## src/rtl/core/mpq_pkg.sv

```systemverilog
// Shared types and constants for the min priority queue.
package mpq_pkg;

	localparam int KEY_W        = 32;
	localparam int COUNT_OUT_W  = 9;
	localparam int DEF_CAPACITY = 256;

	localparam logic REQ_INSERT = 1'b0;
	localparam logic REQ_REMOVE = 1'b1;

	localparam logic signed [KEY_W-1:0] KEY_FLOOR = {1'b1, {(KEY_W-1){1'b0}}};

	typedef struct packed {
		logic                    vld;
		logic signed [KEY_W-1:0] key;
	} mpq_ent_t;

	typedef struct packed {
		logic                    ins;
		logic                    rem;
		logic signed [KEY_W-1:0] key;
	} mpq_cmd_t;

endpackage

```

## src/rtl/core/mpq_cell.sv

```systemverilog
// One cell of the sorted key chain: holds one key, trades with its neighbors.
module mpq_cell
	import mpq_pkg::*;
(
	input  logic     clk,
	input  logic     arst_n,
	input  mpq_cmd_t cmd,
	input  mpq_ent_t left,
	input  mpq_ent_t right,
	output mpq_ent_t ent
);

	logic                    vld_q;
	logic signed [KEY_W-1:0] key_q;
	logic                    shift_in;
	logic                    take;

	// insert: move right if the key sorts before the left neighbor,
	// land here if it sorts between the left neighbor and this cell
	assign shift_in = cmd.ins && left.vld && (cmd.key < left.key);
	assign take     = cmd.ins && left.vld && !(cmd.key < left.key)
	                  && (!vld_q || (cmd.key < key_q));

	always_ff @(posedge clk or negedge arst_n) begin
		if (!arst_n) begin
			vld_q <= 1'b0;
		end else if (shift_in) begin
			vld_q <= left.vld;
		end else if (take) begin
			vld_q <= 1'b1;
		end else if (cmd.rem) begin
			vld_q <= right.vld;
		end
	end

	always_ff @(posedge clk) begin
		if (shift_in) begin
			key_q <= left.key;
		end else if (take) begin
			key_q <= cmd.key;
		end else if (cmd.rem) begin
			key_q <= right.key;
		end
	end

	assign ent.vld = vld_q;
	assign ent.key = key_q;

endmodule

```

## config.mk

```make
export PLATFORM = sky130hd
export DESIGN_NAME = mpq_cell
export DESIGN_NICKNAME = d
export VERILOG_FILES = /design/src/rtl/core/mpq_pkg.sv /design/src/rtl/core/mpq_cell.sv
export SDC_FILE = /design/constraint.sdc
export NUM_CORES = 1
export LEC_CHECK = 0
export ABC_AREA = 1
export BUFFER_PORTS_ARGS = -buffer_cell sky130_fd_sc_hd__buf_2
export CAP_MARGIN = 20
export CELL_PAD_IN_SITES_DETAIL_PLACEMENT = 1
export CELL_PAD_IN_SITES_GLOBAL_PLACEMENT = 2
export CORE_UTILIZATION = 29
export CTS_CLUSTER_DIAMETER = 40
export DETAILED_ROUTE_END_ITERATION = 12
export PLACE_DENSITY = 0.9
export SYNTH_ARGS = -nofsm -noshare
export SYNTH_HDL_FRONTEND = slang
export SYNTH_SLANG_ARGS = --single-unit
```

## constraint.sdc

```tcl
create_clock -name clk -period 7.95 [get_ports clk]
set_clock_uncertainty 0.15 [all_clocks]
set_input_delay 1.1925 -clock clk [delete_from_list [all_inputs] [get_ports clk]]
set_output_delay 1.1925 -clock clk [all_outputs]
set_load 0.02 [all_outputs]
```

==> results_dict.tcl, run 1 <==
set metrics [dict create \
    drtIter0Drc 133 \
    area_growth_pct 22.76 \
    io_pins 135 \
    placed_area_um2 4532 \
    ys_ff_latch 33 \
    fmax_ghz 0.2019 \
    cts_tree "yes" \
    core_area_um2 12720 \
    grt_max_degree 36 \
    finalCritPeriodShare_pct 62.31 \
    syn_nets 713 \
    clockBufferDepth 2 \
    ys_top_cells_by_area "edfxtp_1, ha_1, nand2_1" \
    cp.required_ns 7.76 \
    setup_violations 0 \
    grt_pass1_wl_um 18930 \
    synth_area_um2 3826 \
    cp_top_family "simple AND/OR/NAND/NOR gates" \
    ys_warn_count 0 \
    slew_headroom_pct 43.32 \
    ys_types 29 \
    power.internal_uw 479.3 \
    cts_setup_buffers 0 \
    cts_hold_buf 0 \
    ant_nets 0 \
    grt-ovfl-total 0 \
    status "finished clean" \
    power_density_nw_per_um2 162.8 \
    drv_slew 0 \
    crit_top_cell "nand2_1" \
    totalWireLength_um 11790 \
    p_seq_share_pct 31.7 \
    wire_per_inst_um 13.89 \
    crit_type "input pin to flop" \
    p_leak_uw 0.002853 \
    insertion_delay_ns 0.28 \
    async_reset_ff_share_pct 3.030 \
    cts_resized 0 \
    synth_cells 549 \
    drtPass1Iterations 6 \
    die_h_um 116.9 \
    path_cells "buf_2, ha_1, a21oi_1, o21ai_0, nand2_1, nand2_1, a21oi_1, nand2_1, nand2_1, nand2_2, nor2_4, nand2_4, nand3b_1, buf_4" \
    die_w_um 116.9 \
    rsz0062_at_grt "false" \
    track_usage_pct 18.17 \
    cts_buffers 5 \
    cp-end-kind "flop" \
    fin_crit_ns 4.954 \
    max_cap_viol_count 0 \
    start_util_pct 30.07 \
    place_congestion 0.7955 \
    ys_seq_area_share_pct 25.77 \
    antenna_found_initial 1 \
    ys.flop_type "edfxtp_1" \
    crit_buf_inv 2 \
    vias_per_cell 4.536 \
    cp-start-kind "input pin" \
    root_buffer "clkbuf_16" \
    vias 3851 \
    cts.sinks 33 \
    critPathMaxStageDelay_ns 0.80 \
    dieArea_um2 13660 \
    hold_viol 0 \
    h-tree-depth 2 \
    rows 41 \
    design_area_um2 4697 \
    fin_setup_tns_ns 0 \
    synth_edf_count 32 \
    p_switching_uw 285.4 \
    yosys.area.top_type_share_pct 25.11 \
    synth_area_per_cell_um2 6.969 \
    fin_nets 839 \
    grt_pass1_vias 3996 \
    p_clk_share_pct 29.3 \
    crit_arrival_ns 4.76 \
    comb_power_share_pct 39.0 \
    worstMarginPinSlew_ns 0.8493 \
    dp_hpwl_um 9555 \
    peakVddDrop_uv 65.72 \
    io_buffers 134 \
    hold_class "input pin to async pin" \
    drc 0 \
    cp_max_fo 34 \
    drive_gt1_share_pct 23.22 \
    p_sw_share_pct 37.32 \
    synth_top_cell_by_area "edfxtp_1" \
    clkTransAtPathRegs_ns 0.06 \
    slowest_stage "nand3b_1" \
]
power by group through the flow:
stage,combinational (µW),clock (µW),sequential [µW]
3_3_place_gp,292,0,246
3_5_place_dp,303,0,247
2_1_floorplan,178,0,274
4_1_cts,304,230,243
6_report,298,224,243
5_1_grt,343,239,246
cell families (layout without fill, tap and decap cells):
family          count (synthesis)  in the layout  share of synthesized area [%]
compound gates                 40             40                          5.527
fa+ha+maj                      62             62                          20.27
buf+inv                       156            283                          18.64
flops                          33             33                          25.77
other cells                     0              1                              0
simple gates                  258            258                          29.79
path summary, 6_finish.rpt:
| check | startpoint | to | slack [ns] | cells after the start |
|---|---|---|---|---|
| max | cmd[25] | key_q[19] | 3.00 | 14 |
| min | arst_n | vld_q | 0.52 | 1 |
| max reg2reg | key_q[31] | key_q[19] | 3.85 | 12 |
| min reg2reg | vld_q | vld_q | 0.52 | 2 |
| max in group asynchronous | arst_n | vld_q | 7.05 | 1 |
| min in group clk | vld_q | vld_q | 0.52 | 2 |
sequential cells by signal (all words and copies together) (netlist names):
signal and flops:
vld_q 1, key_q 32
layer usage:
layer	vias up	part of all wire (%)	global-route usage, %
met5	-	0	0
met4	0	0.52	3.122
met3	6	4.7	2.369
met2	113	48	32.66
met1	1761	47	23.46
li1	1971	-	-
cell usage in the layout (no fill, tap or decap), drive strengths merged:
cell,n
nand4,3
o21a,1
inv,140
nor3b,1
a21o,1
o2111ai,1
bufinv,1
and3,1
o21ai,7
nand2,159
clkinv,1
nand3b,1
edfxtp,32
nand3,72
a21oi,29
diode,1
nor3,3
nor2,18
ha,62
o211ai,1
dfrtp,1
buf,135
clkbuf,6
synthesized netlist by cell type (2+ instances only):
| master | instances |
|---|---|
| nand2_1 | 149 |
| a21oi_1 | 29 |
| inv_2 | 2 |
| buf_6 | 2 |
| ha_1 | 62 |
| nor2_1 | 17 |
| nand4_1 | 3 |
| edfxtp_1 | 32 |
| nand3_1 | 70 |
| nor3_1 | 3 |
| inv_1 | 138 |
| nand2_2 | 9 |
| clkbuf_8 | 8 |
| buf_4 | 4 |
| o21ai_0 | 7 |
metrics by stage:
stage	setup WS (ns)	utilization, %	cells	hold slack [ns]	total power (µW)
floorplan	3.933	-	549	0.4632	452.2
global placement	2.659	35.62	840	0.5204	537.8
detailed placement	2.542	35.62	840	0.5299	549.8
CTS	2.858	36.90	848	0.5155	777.2
global route	2.482	36.90	848	0.5073	827.7
finish	2.996	36.92	849	0.5156	764.7
area by class of cell:
cell class	count	area [µm²]
Fill cell	1714	8025
Multi-Input combinational cell	360	2127
Clock inverter	2	33.78
Timing Repair Buffer	135	678.2
Clock buffer	6	128.9
Antenna cell	1	2.502
Sequential cell	33	985.9
Inverter	140	525.5
Tap cell	172	215.2
No activity file was read; power rests on OpenSTA's default activity.
==> inputs of run 2 (changes only) <==
Settings changed: CORE_UTILIZATION 29 to 24, PLACE_DENSITY 0.9 to 0.8.
Clock period 7.95 ns to 4.3 ns, I/O delays scaled along.
==> results_dict.tcl, run 2 (synthesized netlist as in run 1, its figures left out) <==
set metrics [dict create \
    die_h_um 128.3 \
    placed_cells 884 \
    die_w_um 128.3 \
    io_buffers 134 \
    antenna_found_initial 2 \
    setup_violations 0 \
    insertion_delay_ns 0.28 \
    vias_per_cell 4.331 \
    start_util_pct 24.89 \
    finalCritPeriodShare_pct 75.48 \
    cts_buffers 5 \
    clockBufferDepth 2 \
    crit_top_cell "nand2_1" \
    place_congestion 0.7676 \
    totalWireLength_um 12370 \
    fin_crit_ns 3.246 \
    grt_pass1_vias 4127 \
    slew_headroom_pct 54.94 \
    hold_viol 0 \
    grt-ovfl-total 0 \
    cp_top_family "simple AND/OR/NAND/NOR gates" \
    ant_nets 0 \
    track_usage_pct 15.55 \
    grt_pass1_wl_um 19700 \
    status "finished clean" \
    layout_commonest_cell "nand2_1" \
    fill_cells 1989 \
    drtIter0Drc 129 \
    cp-start-kind "input pin" \
    root_buffer "clkbuf_16" \
    fin_setup_tns_ns 0 \
    slowest_stage "inv_2" \
    vias 3868 \
    rsz0062_at_grt "false" \
    path_cells "buf_2, ha_1, a21oi_1, o21ai_0, nand2_1, nand3_1, a21oi_1, nand3_1, nand2_2, nand3_2, inv_2, nand2_1, nand2_1" \
    critPathMaxStageDelay_ns 0.68 \
    peakVddDrop_uv 115.7 \
    seq_area_um2 985.9 \
    reg_top3 "key_q x32, vld_q x1" \
    cp-end-kind "flop" \
    crit_buf_inv 2 \
    area_growth_pct 24.79 \
    multi_input_area_um2 2127 \
    worstMarginPinSlew_ns 0.6749 \
    hold_class "input pin to flop" \
    drtPass1Iterations 4 \
    power_density_nw_per_um2 290.5 \
    layoutNonFillerInstCount 893 \
    cp_max_fo 32 \
    clkTransAtPathRegs_ns 0.06 \
    cp.required_ns 4.30 \
    io_pins 135 \
    largest_register_ffs 32 \
    fin_nets 845 \
    core_area_um2 15370 \
    finalWorstSetupSlack_ns 1.054 \
    drc 0 \
    dieArea_um2 16450 \
    drv_slew 0 \
    drive_gt1_share_pct 23.75 \
    diodes 0 \
    rows 45 \
    p_leak_uw 0.002873 \
    cts.sinks 33 \
    max_cap_viol_count 0 \
    cts_resized 0 \
    cts_tree "yes" \
    crit_arrival_ns 3.25 \
    dp_hpwl_um 10030 \
    fmax_ghz 0.3081 \
    top_register "key_q" \
    h-tree-depth 2 \
    crit_type "input pin to flop" \
    grt_max_degree 34 \
    dp_slack_ns 0.6792 \
    final_cell_mix "nand2_1, inv_1, buf_2" \
    wire_per_inst_um 13.86 \
]
==> run 2: per-stage QoR <==
step                      hold slack (ns)  util [%]  power (µW)  area [µm²]
final                              0.4782     31.06        1387        4775
after global routing               0.4973     31.06        1501        4775
after CTS                          0.4755     31.06        1418        4775
after detailed placement           0.2742     30.04        1035        4618
after global placement             0.2728     30.04        1011        4618
after floorplan                    0.1994         -       836.0        3826
==> run 2: final cells by class <==
| class | instances | area share [%] |
|---|---|---|
| Sequential cell | 33 | 20.65 |
| Inverter | 140 | 11.01 |
| Timing Repair Buffer | 141 | 15.20 |
| Tap cell | 211 | 5.529 |
| Multi-Input combinational cell | 360 | 44.55 |
| Clock buffer | 8 | 3.066 |
==> run 2: power by group <==
group	switching, µW	total, µW	internal, µW
sequential	28.5	448	419
combinational	365	567	202
clock	140	372	231
==> run 2: worst min-delay path, stage by stage <==
cell	delay [ns]
buf_2	0.08
nand2_1	0.05
o2111ai_1	0.09
==> run 2: per-layer routing <==
layer  track usage, %  vias to the layer above  routed length (µm)
met1            18.45                     1771                5398
met4            3.391                        4                 119
met3            3.589                       12                 725
li1                 -                     1980                   -
met5                0                        -                  26
met2            28.24                      101                6103
==> run 2: what timing repair did <==
item                      in CTS  in global routing
hold endpoints to repair       1                  0
buffers inserted               0                  0
hold buffers                   1                  0
==> run 2: worst paths after layout <==
path                            from         to  slack [ns]  cells after the start
max reg2reg                key_q[31]  key_q[12]        1.40                     14
min in group asynchronous     arst_n      vld_q        0.52                      2
max                          cmd[19]  key_q[19]        1.05                     13
max in group asynchronous     arst_n      vld_q        3.39                      2
min                        right[32]      vld_q        0.48                      3
min reg2reg                    vld_q      vld_q        0.53                      2
